File: src/rtl/core/fhd_pkg.sv
// ---------------------------------------------------------------------------
// fhd_pkg: shared types and constants for the frame header deframer
// Transaction payload types, result kinds, error codes, header layout and
// register map of the deframer core.
// ---------------------------------------------------------------------------
package fhd_pkg;

   // counter width default for the payload byte counter
   localparam int PAYLOAD_COUNT_BITS_DEF = 24;

   // header layout
   localparam int HEADER_BYTES = 24;
   localparam int MAGIC_BYTES  = 4;
   localparam int FIELD_BITS   = (HEADER_BYTES - MAGIC_BYTES) * 8;

   // register map (word index)
   localparam logic [1:0] REG_FRAME_VERSION = 2'd0;
   localparam logic [1:0] REG_MAX_PAYLOAD   = 2'd1;
   localparam logic [1:0] REG_TYPE_LOW      = 2'd2;
   localparam logic [1:0] REG_TYPE_HIGH     = 2'd3;

   // register reset values
   localparam logic [15:0] FRAME_VERSION_RST = 16'd1;
   localparam logic [23:0] MAX_PAYLOAD_RST   = 24'd1048576;
   localparam logic [15:0] TYPE_LOW_RST      = 16'd1;
   localparam logic [15:0] TYPE_HIGH_RST     = 16'd20;

   // input commands
   localparam logic CMD_DATA  = 1'b0;
   localparam logic CMD_FLUSH = 1'b1;

   // result kinds
   localparam logic [1:0] KIND_HEADER  = 2'd0;
   localparam logic [1:0] KIND_PAYLOAD = 2'd1;
   localparam logic [1:0] KIND_ERROR   = 2'd2;

   // error codes
   localparam logic [1:0] ERR_BAD_MAGIC   = 2'd0;
   localparam logic [1:0] ERR_BAD_VERSION = 2'd1;
   localparam logic [1:0] ERR_BAD_TYPE    = 2'd2;
   localparam logic [1:0] ERR_TOO_LARGE   = 2'd3;

   typedef struct packed {
      logic       command;
      logic [7:0] data_byte;
   } fhd_req_type;

   typedef struct packed {
      logic [1:0]  kind;
      logic [1:0]  error_code;
      logic [15:0] message_type;
      logic [31:0] frame_flags;
      logic [63:0] request_tag;
      logic [23:0] frame_length;
      logic [7:0]  payload_byte;
      logic        end_of_frame;
   } fhd_rsp_type;

   // expected magic byte at a given header position
   function automatic logic [7:0] magic_byte(input logic [1:0] pos);
      logic [7:0] value;
      unique case (pos)
         2'd0: value = 8'h43;
         2'd1: value = 8'h44;
         2'd2: value = 8'h53;
         2'd3: value = 8'h4B;
         default: value = 8'h00;
      endcase
      return value;
   endfunction

endpackage

File: src/rtl/core/frame_header_deframer_core.sv
// ---------------------------------------------------------------------------
// frame_header_deframer_core: length-prefixed frame deframer
// Parses 24-byte big-endian headers from a byte stream, checks them and
// passes the payload bytes through with the last one marked.
// ---------------------------------------------------------------------------
// The core takes one stream byte per clock cycle while req_stall is low, with
// no gaps of its own. Each accepted transaction updates the parse state in the
// same cycle, and a result, when there is one, is registered and shows on the
// rsp_ channel from the output register. A one-entry skid register behind the
// output register lets input continue while a result waits; req_stall rises
// only while that skid entry is occupied, so input keeps flowing while only
// the output register is stalled and pauses while the skid entry drains.
// Header bytes only shift a header register or check a magic byte, and
// payload bytes only decrement a counter; the header checks on the last
// header byte are one equality and four magnitude compares. Registers are
// word-addressed at byte offsets 0, 4, 8 and 12 and should be written only
// while the core is idle.
module frame_header_deframer_core #(
   parameter int PAYLOAD_COUNT_BITS = fhd_pkg::PAYLOAD_COUNT_BITS_DEF
) (
   input  logic                clock,
   input  logic                reset,
   // input stream
   input  logic                req_valid,
   output logic                req_stall,
   input  fhd_pkg::fhd_req_type req_payload,
   // results
   output logic                rsp_valid,
   input  logic                rsp_stall,
   output fhd_pkg::fhd_rsp_type rsp_payload,
   // register port
   input  logic                psel,
   input  logic                penable,
   input  logic                pwrite,
   input  logic [3:0]          paddr,
   input  logic [31:0]         pwdata,
   output logic [31:0]         prdata,
   output logic                pready
);
   import fhd_pkg::*;

   localparam int CB = PAYLOAD_COUNT_BITS;
   localparam logic [32:0] COUNT_MAX = (33'd1 << CB) - 33'd1;

   // configuration registers
   logic [15:0] frame_version_ff;
   logic [23:0] max_payload_ff;
   logic [15:0] type_low_ff;
   logic [15:0] type_high_ff;

   // parse state
   logic                  in_payload_ff, in_payload_in;
   logic [4:0]            header_count_ff, header_count_in;
   logic                  magic_ok_ff, magic_ok_in;
   logic [FIELD_BITS-1:0] hdr_ff, hdr_in;
   logic [CB-1:0]         payload_left_ff, payload_left_in;

   // output register and skid entry
   logic        out_valid_ff, out_valid_in;
   fhd_rsp_type out_ff, out_in;
   logic        skid_valid_ff, skid_valid_in;
   fhd_rsp_type skid_ff, skid_in;

   logic        accept;
   logic        pop;
   logic        has_rsp;
   fhd_rsp_type rsp_new;

   logic [FIELD_BITS-1:0] hdr_full;
   logic [15:0]           f_version;
   logic [15:0]           f_type;
   logic [31:0]           f_flags;
   logic [63:0]           f_request;
   logic [31:0]           f_length;

   assign pready    = 1'b1;
   assign req_stall = skid_valid_ff;
   assign accept    = req_valid && !skid_valid_ff;
   assign pop       = out_valid_ff && !rsp_stall;
   assign rsp_valid   = out_valid_ff;
   assign rsp_payload = out_ff;

   // register writes
   always_ff @(posedge clock) begin
      if (reset) begin
         frame_version_ff <= FRAME_VERSION_RST;
         max_payload_ff   <= MAX_PAYLOAD_RST;
         type_low_ff      <= TYPE_LOW_RST;
         type_high_ff     <= TYPE_HIGH_RST;
      end else if (psel && penable && pwrite && pready) begin
         unique case (paddr[3:2])
            REG_FRAME_VERSION: frame_version_ff <= pwdata[15:0];
            REG_MAX_PAYLOAD:   max_payload_ff   <= pwdata[23:0];
            REG_TYPE_LOW:      type_low_ff      <= pwdata[15:0];
            REG_TYPE_HIGH:     type_high_ff     <= pwdata[15:0];
            default: ;
         endcase
      end
   end

   // register reads
   always_comb begin
      unique case (paddr[3:2])
         REG_FRAME_VERSION: prdata = {16'd0, frame_version_ff};
         REG_MAX_PAYLOAD:   prdata = {8'd0, max_payload_ff};
         REG_TYPE_LOW:      prdata = {16'd0, type_low_ff};
         REG_TYPE_HIGH:     prdata = {16'd0, type_high_ff};
         default:           prdata = 32'd0;
      endcase
   end

   // header fields including the byte now arriving
   assign hdr_full  = {hdr_ff[FIELD_BITS-9:0], req_payload.data_byte};
   assign f_version = hdr_full[159:144];
   assign f_type    = hdr_full[143:128];
   assign f_flags   = hdr_full[127:96];
   assign f_request = hdr_full[95:32];
   assign f_length  = hdr_full[31:0];

   // parse step for one transaction
   always_comb begin
      in_payload_in   = in_payload_ff;
      header_count_in = header_count_ff;
      magic_ok_in     = magic_ok_ff;
      hdr_in          = hdr_ff;
      payload_left_in = payload_left_ff;
      has_rsp         = 1'b0;
      rsp_new         = '0;

      if (req_payload.command == CMD_FLUSH) begin
         in_payload_in   = 1'b0;
         header_count_in = 5'd0;
         magic_ok_in     = 1'b1;
         payload_left_in = '0;
      end else if (in_payload_ff) begin
         // payload pass-through
         has_rsp              = 1'b1;
         rsp_new.kind         = KIND_PAYLOAD;
         rsp_new.payload_byte = req_payload.data_byte;
         if (payload_left_ff <= CB'(1)) begin
            rsp_new.end_of_frame = 1'b1;
            in_payload_in        = 1'b0;
            payload_left_in      = '0;
         end else begin
            payload_left_in = payload_left_ff - CB'(1);
         end
      end else begin
         // header collection
         if (header_count_ff < 5'(MAGIC_BYTES)) begin
            if (req_payload.data_byte != magic_byte(header_count_ff[1:0])) begin
               magic_ok_in = 1'b0;
            end
         end else begin
            hdr_in = hdr_full;
         end

         if (header_count_ff != 5'(HEADER_BYTES - 1)) begin
            header_count_in = header_count_ff + 5'd1;
         end else begin
            // last header byte: check and emit
            has_rsp         = 1'b1;
            in_payload_in   = 1'b0;
            header_count_in = 5'd0;
            magic_ok_in     = 1'b1;
            payload_left_in = '0;
            rsp_new.kind    = KIND_ERROR;
            priority if (!magic_ok_ff) begin
               rsp_new.error_code = ERR_BAD_MAGIC;
            end else if (f_version != frame_version_ff) begin
               rsp_new.error_code = ERR_BAD_VERSION;
            end else if (f_type < type_low_ff || f_type > type_high_ff) begin
               rsp_new.error_code = ERR_BAD_TYPE;
            end else if (f_length > {8'd0, max_payload_ff} ||
                         {1'b0, f_length} > COUNT_MAX) begin
               rsp_new.error_code = ERR_TOO_LARGE;
            end else begin
               rsp_new.kind           = KIND_HEADER;
               rsp_new.message_type   = f_type;
               rsp_new.frame_flags    = f_flags;
               rsp_new.request_tag    = f_request;
               rsp_new.frame_length   = f_length[23:0];
               rsp_new.end_of_frame   = (f_length == 32'd0);
               in_payload_in          = (f_length != 32'd0);
               payload_left_in        = f_length[CB-1:0];
            end
         end
      end
   end

   // output register with one skid entry
   always_comb begin
      out_valid_in  = out_valid_ff;
      out_in        = out_ff;
      skid_valid_in = skid_valid_ff;
      skid_in       = skid_ff;
      if (skid_valid_ff) begin
         if (pop) begin
            out_in        = skid_ff;
            skid_valid_in = 1'b0;
         end
      end else if (accept && has_rsp) begin
         if (!out_valid_ff || pop) begin
            out_valid_in = 1'b1;
            out_in       = rsp_new;
         end else begin
            skid_valid_in = 1'b1;
            skid_in       = rsp_new;
         end
      end else if (pop) begin
         out_valid_in = 1'b0;
      end
   end

   // control state
   always_ff @(posedge clock) begin
      if (reset) begin
         in_payload_ff   <= 1'b0;
         header_count_ff <= 5'd0;
         magic_ok_ff     <= 1'b1;
         payload_left_ff <= '0;
         out_valid_ff    <= 1'b0;
         skid_valid_ff   <= 1'b0;
      end else begin
         if (accept) begin
            in_payload_ff   <= in_payload_in;
            header_count_ff <= header_count_in;
            magic_ok_ff     <= magic_ok_in;
            payload_left_ff <= payload_left_in;
         end
         out_valid_ff  <= out_valid_in;
         skid_valid_ff <= skid_valid_in;
      end
   end

   // payload registers
   always_ff @(posedge clock) begin
      if (accept) begin
         hdr_ff <= hdr_in;
      end
      out_ff  <= out_in;
      skid_ff <= skid_in;
   end

endmodule

File: config.mk
export PLATFORM = sky130hd
export DESIGN_NAME = frame_header_deframer_core
export DESIGN_NICKNAME = d
export VERILOG_FILES = /design/src/rtl/core/fhd_pkg.sv /design/src/rtl/core/frame_header_deframer_core.sv
export SDC_FILE = /design/constraint.sdc
export NUM_CORES = 1
export LEC_CHECK = 0
export BUFFER_PORTS_ARGS = -buffer_cell sky130_fd_sc_hd__buf_4
export CAP_MARGIN = 40
export CELL_PAD_IN_SITES_DETAIL_PLACEMENT = 1
export CELL_PAD_IN_SITES_GLOBAL_PLACEMENT = 2
export CORE_ASPECT_RATIO = 1.25
export CORE_UTILIZATION = 43
export CTS_BUF_LIST = sky130_fd_sc_hd__clkbuf_8
export CTS_CLUSTER_SIZE = 30
export DETAILED_ROUTE_END_ITERATION = 10
export PLACE_DENSITY_LB_ADDON = 0.1
export SLEW_MARGIN = 20
export SYNTH_ARGS = -nofsm -noshare
export SYNTH_HDL_FRONTEND = slang
export SYNTH_SLANG_ARGS = --single-unit
File: constraint.sdc
create_clock -name clock -period 11.6 [get_ports clock]
set_clock_uncertainty 0.05 [all_clocks]
set_input_delay 2.32 -clock clock [delete_from_list [all_inputs] [get_ports clock]]
set_output_delay 2.32 -clock clock [all_outputs]
set_load 0.01 [all_outputs]
Word level (Yosys, flattened, before mapping)
Index checks and enable logic that the tools add are counted.
{"block": "op_classes", "add_sub_neg": 2, "order_cmp": 6, "eq_ne": 15, "mux": 67, "bitwise": 5, "n_reduce_logical": 29}
{"cell": "$mux 149", "n": 5}
{"cell": "$mux 136", "n": 4}
{"cell": "$mux 24", "n": 8}
{"cell": "$mux 140", "n": 1}
{"cell": "$mux 138", "n": 1}
{"cell": "$pmux 32 s4", "n": 1}
{"cell": "$gt 32x24->1", "n": 1}
{"cell": "$gt 32x24->1 const B", "n": 1}
{"cell": "$logic_not 32->1", "n": 1}
{"cell": "$mux 8", "n": 4}
{"cell": "$pmux 8 s4", "n": 1}
{"cell": "$reduce_bool 32->1", "n": 1}
{"cell": "$mux 1", "n": 30}
{"cell": "$le 24x1->1 const B", "n": 1}
{"cell": "$sub 24x1->24 const B", "n": 1}
{"cell": "$mux 2", "n": 9}
{"cell": "$gt 16x16->1", "n": 1}
{"cell": "$lt 16x16->1", "n": 1}
{"cell": "$ne 16x16->1", "n": 1}
{"cell": "$mux 5", "n": 3}
{"cell": "$reduce_and 2->1", "n": 6}
{"cell": "$ne 3x3->1 const B", "n": 3}
{"cell": "$reduce_and 3->1", "n": 3}
{"cell": "$eq 2x2->1 const B", "n": 4}
{"cell": "14 further kinds", "n": 32}
{"block": "totals", "regBits": 555, "out_inout_bits": 184}

Logic depth before layout (Yosys ltp)
Gate-level depths: netlist (run 1).
{"block": "logic_depth", "ltp_word": 12, "mapped_depth": 12}

Worst setup path after synthesis (run 1)
Ideal clock, no wire load.
{"block": "synth_timing", "path_type": "in2reg", "from": "in req_valid", "to": "reg out_ff (netlist bit rsp_payload[0]) (enable)", "setup_time_ps": 720, "arrival_ps": 9958, "t_required_ps": 10830, "slack_ps": 871, "path_stages": 4, "path_cell_list": "nand2b_1 > nor2_1 > o21ai_0 > a22oi_1"}
{"block": "synth_via", "elab_chain_len": 4}
{"element": "from (decl)", "line_no": "frame_header_deframer_core.sv:24", "text": "input logic req_valid,"}
{"element": "$logic_and 1x1->1", "line_no": "frame_header_deframer_core.sv:78", "text": "assign accept = req_valid && !skid_valid_ff;"}
{"element": "$logic_and 1x1->1", "line_no": "frame_header_deframer_core.sv:201", "text": "end else if (accept && has_rsp) begin"}
{"element": "$reduce_bool 2->1 (no line)"}
{"element": "$reduce_and 3->1 (no line)"}
{"element": "to (signal assigned)", "line_no": "frame_header_deframer_core.sv:240", "text": "out_ff <= out_in;"}
{"element": "to (decl)", "line_no": "frame_header_deframer_core.sv:60", "text": "fhd_rsp_type out_ff, out_in;"}
No other way between the ends.
A chain may end at the register's enable or synchronous reset.

Worst setup path in the final report (run 1)
{"block": "layout_timing", "from": "in paddr[2]", "to": "out prdata[22]"}
{"block": "layout_via", "elab_chain_len": 2}
{"element": "from (decl)", "line_no": "frame_header_deframer_core.sv:35", "text": "input logic [3:0] paddr,"}
{"element": "$eq 2x2->1, or another cell as far along", "line_no": "frame_header_deframer_core.sv:103", "text": "unique case (paddr[3:2])"}
{"element": "$pmux 32 s4 (*)", "line_no": "frame_header_deframer_core.sv:103"}
{"element": "to (decl)", "line_no": "frame_header_deframer_core.sv:37", "text": "output logic [31:0] prdata,"}
Mark *: on every way between the ends. The rest lies on a longest branch, timed or not. The select of a mux whose other input is x is not followed.

==> results of run 1 <==
-- final cells by class --
cell class	count	area, um2	share of cell area [%]
antenna	1	2.50	0.00908
clock buffer	92	1270	4.59
clock inverter	69	350	1.27
inverter	74	278	1.01
multi-input combinational	1062	7180	26.0
sequential	555	15600	56.6
tap	727	910	3.30
timing repair buffer	241	1970	7.16
-- stage by stage --
stage	hold slack [ns]	cells
5_1_grt	0.393	2821
3_3_place_gp	0.391	2649
4_1_cts	0.379	2817
2_1_floorplan	0.377	1800
3_5_place_dp	0.395	2656
6_report	0.377	2821
-- worst reg2reg max path: cells and delay by family, from the launching register on --
family / cells / cell delay (ns)
DFF: 1 / 0.42
AOI/OAI and AO/OA: 1 / 0.22
and+or+nand+nor: 2 / 0.94
adders and majority gates: 1 / 0.31
buffers and inverters: 4 / 1.55
-- logic make-up after synthesis --
family	Yosys count	synth area share, %
adders and majority gates	60	3.19
buffers and inverters	183	3.24
xor gates and xnor gates	20	0.745
other	2	0.0319
DFF	555	66.4
muxes	40	2.68
AOI/OAI and AO/OA	328	9.72
and+or+nand+nor	605	14.0
-- synth_stat cells, types with 19 or more instances --
library cell / number
nor2_1: 41
ha_1: 60
xnor2_1: 20
o21ai_0: 37
mux2_2: 24
edfxtp_1: 450
inv_1: 74
nand4_1: 22
a22o_1: 123
nand2_1: 165
nor2b_1: 130
buf_2: 20
a21oi_1: 108
and2_1: 141
clkbuf_1: 72
nor3_1: 19
dfxtp_1: 105
nor4_1: 28
-- flip-flops by register name, indices dropped and copies added, names as in the netlist --
name and cells:
header_count_ff 5, in_payload_ff 1, frame_version_ff 16, skid_ff 149, magic_ok_ff 1, req_stall 1
rsp_valid 1, rsp_payload 149, type_high_ff 16, type_low_ff 16, max_payload_ff 24, payload_left_ff 24
hdr_ff 152
-- worst paths after layout --
check	startpoint	endpoint	slack, ns	cells after the start
max	paddr[2]	prdata[22]	5.74	4
min	hdr_ff[23]	hdr_ff[31]	0.38	0
max reg2reg	header_count_ff[0]	skid_ff[103]	7.75	8
min reg2reg	hdr_ff[23]	hdr_ff[31]	0.38	0
-- per-layer routing --
metal,track usage (%),routed length (um),vias up
met3,3.41,2510,94
met1,28.2,26000,7379
met2,36.0,29700,344
met5,0,23,-
met4,7.38,1350,4
li1,-,-,7004
-- power by group --
part / internal, mW / total [mW] / leakage [nW] / switching, mW
Clock: 0.783 / 1.56 / 0.953 / 0.779
Combinational: 0.0270 / 0.0694 / 4.20 / 0.0423
Sequential: 2.13 / 2.13 / 4.98 / 0.00407
==> reports/results.txt, run 1 <==
buffers and inverters on the worst path: 2
CP Capture Type: output pin
Residual DRC: 0
dpl hpwl: 39.1 mm
most frequent cells in the layout: edfxtp_1, buf_4, nand2_1
CTS Hold Buffers Added: 0
Vias/cell: 5.26
RSZ-0062 raised after global routing: no
Syn Std Cell Area: 23500 um2
Leak Pwr: 10.1 nW
EDFF count, synth: 450
I/O Buffers: 216
Initial DRT Pass Iterations: 5
Cell variety after synth: 58
latest clock arrival within the worst-skew pair: 0.68 ns
Final Util: 51.2%
initial antenna violation count: 3
max_cap viols: 0
Initial Util: 43.7%
CTS Sinks: 555
DRT Wirelength: 59.5 mm
Ports: 236
vias in the first global route: 15400
Mapped Avg Cell Area: 13.1 um2
delay-heaviest family, CP: simple AND/OR/NAND/NOR gates
Die Height: 263 um
CP Data Arrival Time: 3.49 ns
Final min period: 5.86 ns
via count: 14800
largest net degree at the start of global routing: 245
DRT iter0 DRCs: 756
CP required: 9.23 ns
total gr overflow: 0
most common cell after layout, fill and taps aside: edfxtp_1
Die X: 211 um
status: completed
Critical Path Source Type: primary input
post-synth top area cell: edfxtp_1
crit path kind: in -> out
final setup TNS: 0 ns
CP max-delay cell: nor2b_1
Slew @ Worst Pin: 1.03 ns
Setup WS pre-CTS: 5.72 ns
PostCTS Resize Cnt: 0
share of the synthesized area in the top cell type: 57.5%
Async SR Flop Fraction: 0%
post-placement cell area: 25900 um2
Fin. Hold Viols: 0
Final period util: 50.5%
Pwr Density: 136 nW/um2
Post-CTS Setup Repair Bufs: 0
Antenna Nets Post-Route: 0
Max Root-Sink Buffers: 3
fill cell count: 5478
final number of setup-violating endpoints: 0
synthesis warning total: 0
prevailing post-synth register cell: edfxtp_1
Clk pin slew, worst setup/hold paths: 0.06 ns
global placement routability congestion: 0.809
root buffer cell: clkbuf_8
H-tree Lvls: 3
Peak supply drop: 0.0000830 V
first-pass GRT wire length: 91.1 mm
Site Rows: 95
CP dominant cell by count: buf_4
share of layout cells above drive strength 1: 19.1%
synthesis-stage register bit count: 555
total track usage: 21.5%
Area growth, synth to finish: 17.3%
top post-synthesis cells by area: edfxtp_1, dfxtp_1, a22o_1
Cell Chain, Critical Path: buf_4, nor2b_1, and2_1, buf_4
class of the worst hold path: reg -> reg
Critical Path Fanout Max: 22
CTS tree: yes
final instance area: 27600 um2
biggest cell delay along the critical path: 0.51 ns
Fmax achieved: 171 MHz
Seq/Total Area, Yosys: 66.4%
Power Total: 3.76 mW
total CTS buffers: 88
Final Worst Setup Slack: 5.74 ns
core box area: 53800 um2
Final Max Slew Viols: 0
gate count of the mapped netlist: 1793
DR WL/cell: 21.1 um
die area: 55600 um2
slew margin rel.: 31.6%
Final #Nets: 2134
Note: power is estimated with default switching activity, not from simulation.
==> run 2, diff against run 1 <==
CORE_UTILIZATION = 38   (was 43)
clock period = 5.24 ns   (was 11.6 ns; I/O delays follow)
==> run 2 against run 1 <==
  * Final cell count up 3.7%
  * Routed wire length up 3.4%
  * Global-route usage down 1.8 points
  * Via count about the same
  * Critical path depth up 7
  * Sequential cell count unchanged
  * Largest cell class unchanged
  * Largest power group unchanged
  * Highest routed layer unchanged
==> reports/results.txt, run 2 (synthesis results as in run 1) <==
flop2flop setup slack: 1.76 ns (was 7.75 ns)
status: completed (unchanged)
Leak Pwr: 9.41 nW (was 10.1 nW)
CP Data Arrival Time: 3.97 ns (was 3.49 ns)
Post-CTS Setup Repair Bufs: 0 (unchanged)
Clk pin slew, worst setup/hold paths: 0.06 ns (about the same)
CP Capture Type: flip-flop (was output pin)
RSZ-0062 raised after global routing: no (unchanged)
largest register by flop count: hdr_ff (unchanged)
Finished Layout Cells: 2926 (was 2821)
Fin. Hold Viols: 0 (unchanged)
Initial DRT Pass Iterations: 5 (unchanged)
Fmax achieved: 287 MHz
vias in the first global route: 15500 (was 15400)
crit path kind: in -> reg (was in -> out)
DRT Wirelength: 61.6 mm (was 59.5 mm)
Initial Util: 38.6% (was 43.7%)
Final #Nets: 2146 (was 2134)
Final Util: 45.8% (was 51.2%)
Peak supply drop: 0.000151 V (was 0.0000830 V)
Slew @ Worst Pin: 1.01 ns (was 1.03 ns)
initial antenna violation count: 3 (unchanged)
core box area: 60900 um2 (was 53800 um2)
global placement routability congestion: 0.813 (was 0.809)
Ports: 236 (unchanged)
slew margin rel.: 32.4% (was 31.6%)
worst hold stages: 0 (unchanged)
post-placement cell area: 26200 um2 (was 25900 um2)
via count: 14800 (about the same)
root buffer cell: clkbuf_8 (unchanged)
share of layout cells above drive strength 1: 19.9% (was 19.1%)
Die X: 224 um (was 211 um)
Max Root-Sink Buffers: 3 (unchanged)
final number of setup-violating endpoints: 0 (unchanged)
PostCTS Resize Cnt: 0 (unchanged)
I/O Buffers: 216 (unchanged)
DRT iter0 DRCs: 796 (was 756)
class of the worst hold path: reg -> reg (unchanged)
CP required: 5.72 ns (was 9.23 ns)
CTS Sinks: 555 (unchanged)
Worst R2R Path Depth: 8 (unchanged)
Critical Path Source Type: primary input (unchanged)
die area: 62900 um2 (was 55600 um2)
dpl hpwl: 41.5 mm (was 39.1 mm)
Critical Path Fanout Max: 17 (was 22)
Pwr Density: 300 nW/um2 (was 136 nW/um2)
final instance area: 27900 um2 (was 27600 um2)
most frequent cells in the layout: edfxtp_1, buf_4, nand2_1 (unchanged)
latest clock arrival within the worst-skew pair: 0.66 ns (was 0.68 ns)
most common cell after layout, fill and taps aside: edfxtp_1 (unchanged)
Final min period: 3.49 ns
max_cap viols: 0 (unchanged)
Die Height: 280 um (was 263 um)
Power Total: 8.37 mW (was 3.76 mW)
Final Max Slew Viols: 0 (unchanged)
total gr overflow: 0 (unchanged)
Antenna Nets Post-Route: 0 (unchanged)
Vias/cell: 5.06 (was 5.26)
total track usage: 19.6% (was 21.5%)
placed cell count: 2761 (was 2656)
total CTS buffers: 91 (was 88)
first-pass GRT wire length: 93.3 mm (was 91.1 mm)
CTS tree: yes (unchanged)
fill cell count: 6372 (was 5478)
H-tree Lvls: 3 (unchanged)
Site Rows: 101 (was 95)
largest net degree at the start of global routing: 113 (was 245)
CTS Hold Buffers Added: 0 (unchanged)
max reg flops: 152 (unchanged)
Area growth, synth to finish: 18.6% (was 17.3%)
Residual DRC: 0 (unchanged)
Final period util: 66.5%
DR WL/cell: 21.0 um (was 21.1 um)
Hold WS: 0.400 ns (was 0.377 ns)
-- run 2: critical path, cell delays in order --
cell and delay (ns):
buf_4 0.13, inv_1 0.13, ha_1 0.31, nand4_1 0.10, or4_1 0.55, nor2b_1 0.15, o31a_1 0.11, or2_1 0.32
buf_8 0.20, o41ai_1 0.62, mux2_2 0.27
-- run 2: per-stage QoR --
stage | TNS, ns | setup slack [ns]
3_3_place_gp | 0 | 0.860
2_1_floorplan | -120.56 | -0.809
3_5_place_dp | 0 | 0.843
6_report | 0 | 1.75
4_1_cts | 0 | 1.56
5_1_grt | 0 | 1.40
-- run 2: final cells by class --
type                       instances  area [um2]  share of cell area [%]
inverter                          74         278                   0.996
timing repair buffer             250        2120                    7.60
antenna                            1        2.50                 0.00898
clock inverter                    66         347                    1.24
tap                              824        1030                    3.70
multi-input combinational       1062        7190                    25.8
clock buffer                      94        1290                    4.64
sequential                       555       15600                    56.0
-- run 2: path summary, 6_finish.rpt --
path / from / end
worst max-delay path: req_payload[0] / rsp_payload[0]
worst min-delay path: hdr_ff[18] / hdr_ff[26]
worst max register to register: hdr_ff[127] / payload_left_ff[11]
worst min register to register: hdr_ff[18] / hdr_ff[26]
-- run 2: power by group --
group	internal, mW	leakage, nW	switching (mW)
Sequential	4.71	4.38	0.00949
Clock	1.77	0.945	1.73
Combinational	0.0613	4.08	0.0951
Total	6.53	9.41	1.84
-- run 2: per-layer routing --
metal  vias to the layer above  share of wire [%]  global-route usage (%)
li1                       7028                  -                       -
met1                      7329                 44                    25.3
met2                       348                 49                    32.8
met3                       110                4.1                    3.09
met4                         4                3.3                    8.36
met5                         -              0.045                       0
==> run 3, diff against run 2 <==
clock period = 2.8 ns   (was 5.24 ns; I/O delays follow)
==> run 3 against run 2 <==
  * The flow now finishes with violations (negative setup slack)
  * Final cell count grew 5.7%
  * Global-route usage is 0.99 points higher
  * Critical path depth rose by 2
  * Routed wire length up 8.3%
  * Critical path type is now reg -> reg
  * Highest routed layer is now met4
==> reports/results.txt, run 3 (synthesis results as in run 1) <==
DRT iter0 DRCs: 824 (was 796)
most frequent cells in the layout: edfxtp_1, buf_4, nand2_1 (unchanged)
Final Util: 49.1% (was 45.8%)
RSZ-0062 raised after global routing: yes (was no)
Antenna Nets Post-Route: 0 (unchanged)
Clk pin slew, worst setup/hold paths: 0.06 ns (about the same)
Initial DRT Pass Iterations: 5 (unchanged)
buffers and inverters on the worst path: 5 (was 3)
crit path kind: reg -> reg (was in -> reg)
CP Data Arrival Time: 3.46 ns (was 3.97 ns)
Area growth, synth to finish: 27.3% (was 18.6%)
Fmax achieved: 322 MHz
Critical Path Source Type: flip-flop (was primary input)
Die X: 224 um (unchanged)
Power Total: 15.6 mW (was 8.37 mW)
max_cap viols: 0 (unchanged)
first-pass GRT wire length: 97.8 mm (was 93.3 mm)
CTS Sinks: 555 (unchanged)
dpl hpwl: 44.6 mm (was 41.5 mm)
root buffer cell: clkbuf_8 (unchanged)
latest clock arrival within the worst-skew pair: 0.68 ns (was 0.66 ns)
Final min period: 3.11 ns
core box area: 60900 um2 (unchanged)
Slew @ Worst Pin: 0.814 ns (was 1.01 ns)
share of layout cells above drive strength 1: 27.9% (was 19.9%)
Fin. Hold Viols: 0 (unchanged)
slew margin rel.: 45.6% (was 32.4%)
Vias/cell: 5.05 (was 5.06)
Hold WS: 0.0973 ns (was 0.400 ns)
CP Capture Type: flip-flop (unchanged)
status: complete, but fails checks (was completed)
max reg flops: 152 (unchanged)
Finished Layout Cells: 3093 (was 2926)
Pwr Density: 522 nW/um2 (was 300 nW/um2)
most common cell after layout, fill and taps aside: edfxtp_1 (unchanged)
total gr overflow: 0 (unchanged)
Leak Pwr: 11.4 nW (was 9.41 nW)
largest net degree at the start of global routing: 123 (was 113)
initial antenna violation count: 1 (was 3)
CP required: 3.15 ns (was 5.72 ns)
Final period util: 111%
I/O Buffers: 216 (unchanged)
CTS tree: yes (unchanged)
Initial Util: 38.6% (unchanged)
global placement routability congestion: 0.837 (was 0.813)
Ports: 236 (unchanged)
Peak supply drop: 0.000303 V (was 0.000151 V)
die area: 62900 um2 (unchanged)
Setup WS pre-CTS: -0.500 ns (was 0.843 ns)
placed cell count: 2900 (was 2761)
total CTS buffers: 90 (was 91)
Max Root-Sink Buffers: 3 (unchanged)
biggest cell delay along the critical path: 0.47 ns (was 0.62 ns)
via count: 15600 (was 14800)
post-placement cell area: 27400 um2 (was 26200 um2)
Final Worst Setup Slack: -0.309 ns (was 1.75 ns)
DRT Wirelength: 66.7 mm (was 61.6 mm)
Residual DRC: 0 (unchanged)
CP dominant cell by count: buf_4
Final Max Slew Viols: 0 (unchanged)
class of the worst hold path: in -> reg (was reg -> reg)
CP max-delay cell: edfxtp_1 (was o41ai_1)
Final #Nets: 2312 (was 2146)
vias in the first global route: 16400 (was 15500)
Cell Chain, Critical Path: ha_4, a211o_1, a31oi_1, o31ai_1, buf_4, a221oi_4, a21o_1, buf_12, nor3_4, buf_4, buf_4, buf_16, a22o_1 (was buf_4, inv_1, ha_1, nand4_1, or4_1, nor2b_1, o31a_1, or2_1, buf_8, o41ai_1, mux2_2)
DR WL/cell: 21.6 um (was 21.0 um)
delay-heaviest family, CP: compound AO/OA/AOI/OAI gates (was simple AND/OR/NAND/NOR gates)
final number of setup-violating endpoints: 289 (was 0)
Die Height: 280 um (unchanged)
Critical Path Fanout Max: 18 (was 17)
largest register by flop count: hdr_ff (unchanged)
final instance area: 29900 um2 (was 27900 um2)
Site Rows: 101 (unchanged)
total track usage: 20.6% (was 19.6%)
H-tree Lvls: 3 (unchanged)
final setup TNS: -68.99 ns (was 0 ns)
failing checks: negative setup slack
==> run 3: worst min-delay path, stage by stage <==
cell	delay [ns]
buf_4	0.11
nand2_1	0.06
a21oi_1	0.05
==> run 3: timing repair <==
item / in CTS / in global routing
pin swaps: 5 / 11
endpoints found under the setup margin: 293 / 304
gates cloned: 2 / 9
resized for setup: 41 / 43
setup buffers: 10 / 10
hold buffers: 1 / 0
endpoints found under the hold margin: 1 / 0
==> run 3: final timing paths <==
| check | startpoint | endpoint | slack [ns] | cells after the start |
|---|---|---|---|---|
| max | hdr_ff[122] | rsp_payload[34] | -0.31 | 13 |
| min reg2reg | hdr_ff[18] | hdr_ff[26] | 0.40 | 0 |
| max reg2reg | hdr_ff[122] | rsp_payload[34] | -0.31 | 13 |
| min | pwdata[17] | max_payload_ff[17] | 0.1 | 3 |
==> run 3: area by class of cell <==
class / count / area [um2]
diodes: 1 / 2.50
clock inverters: 61 / 255
flip-flops and latches: 555 / 15600
multi-input cells: 1062 / 7680
fillers: 6365 / 31000
repair buffers: 417 / 3690
well taps: 824 / 1030
inverters: 74 / 278
clock buffers: 99 / 1360
==> run 3: where the power goes <==
part	leakage, nW	internal, mW	switching [mW]
registers	5.04	8.81	0.0172
logic	5.36	0.145	0.196
clock network	0.988	3.23	3.23
==> run 3: routing by layer <==
metal | track usage [%] | vias to the layer above | share of wire, %
li1 | - | 7371 | -
met1 | 25.7 | 7802 | 43
met2 | 35.3 | 350 | 50
met3 | 3.35 | 103 | 4.1
met4 | 8.90 | 0 | 3.3
met5 | 0 | - | 0
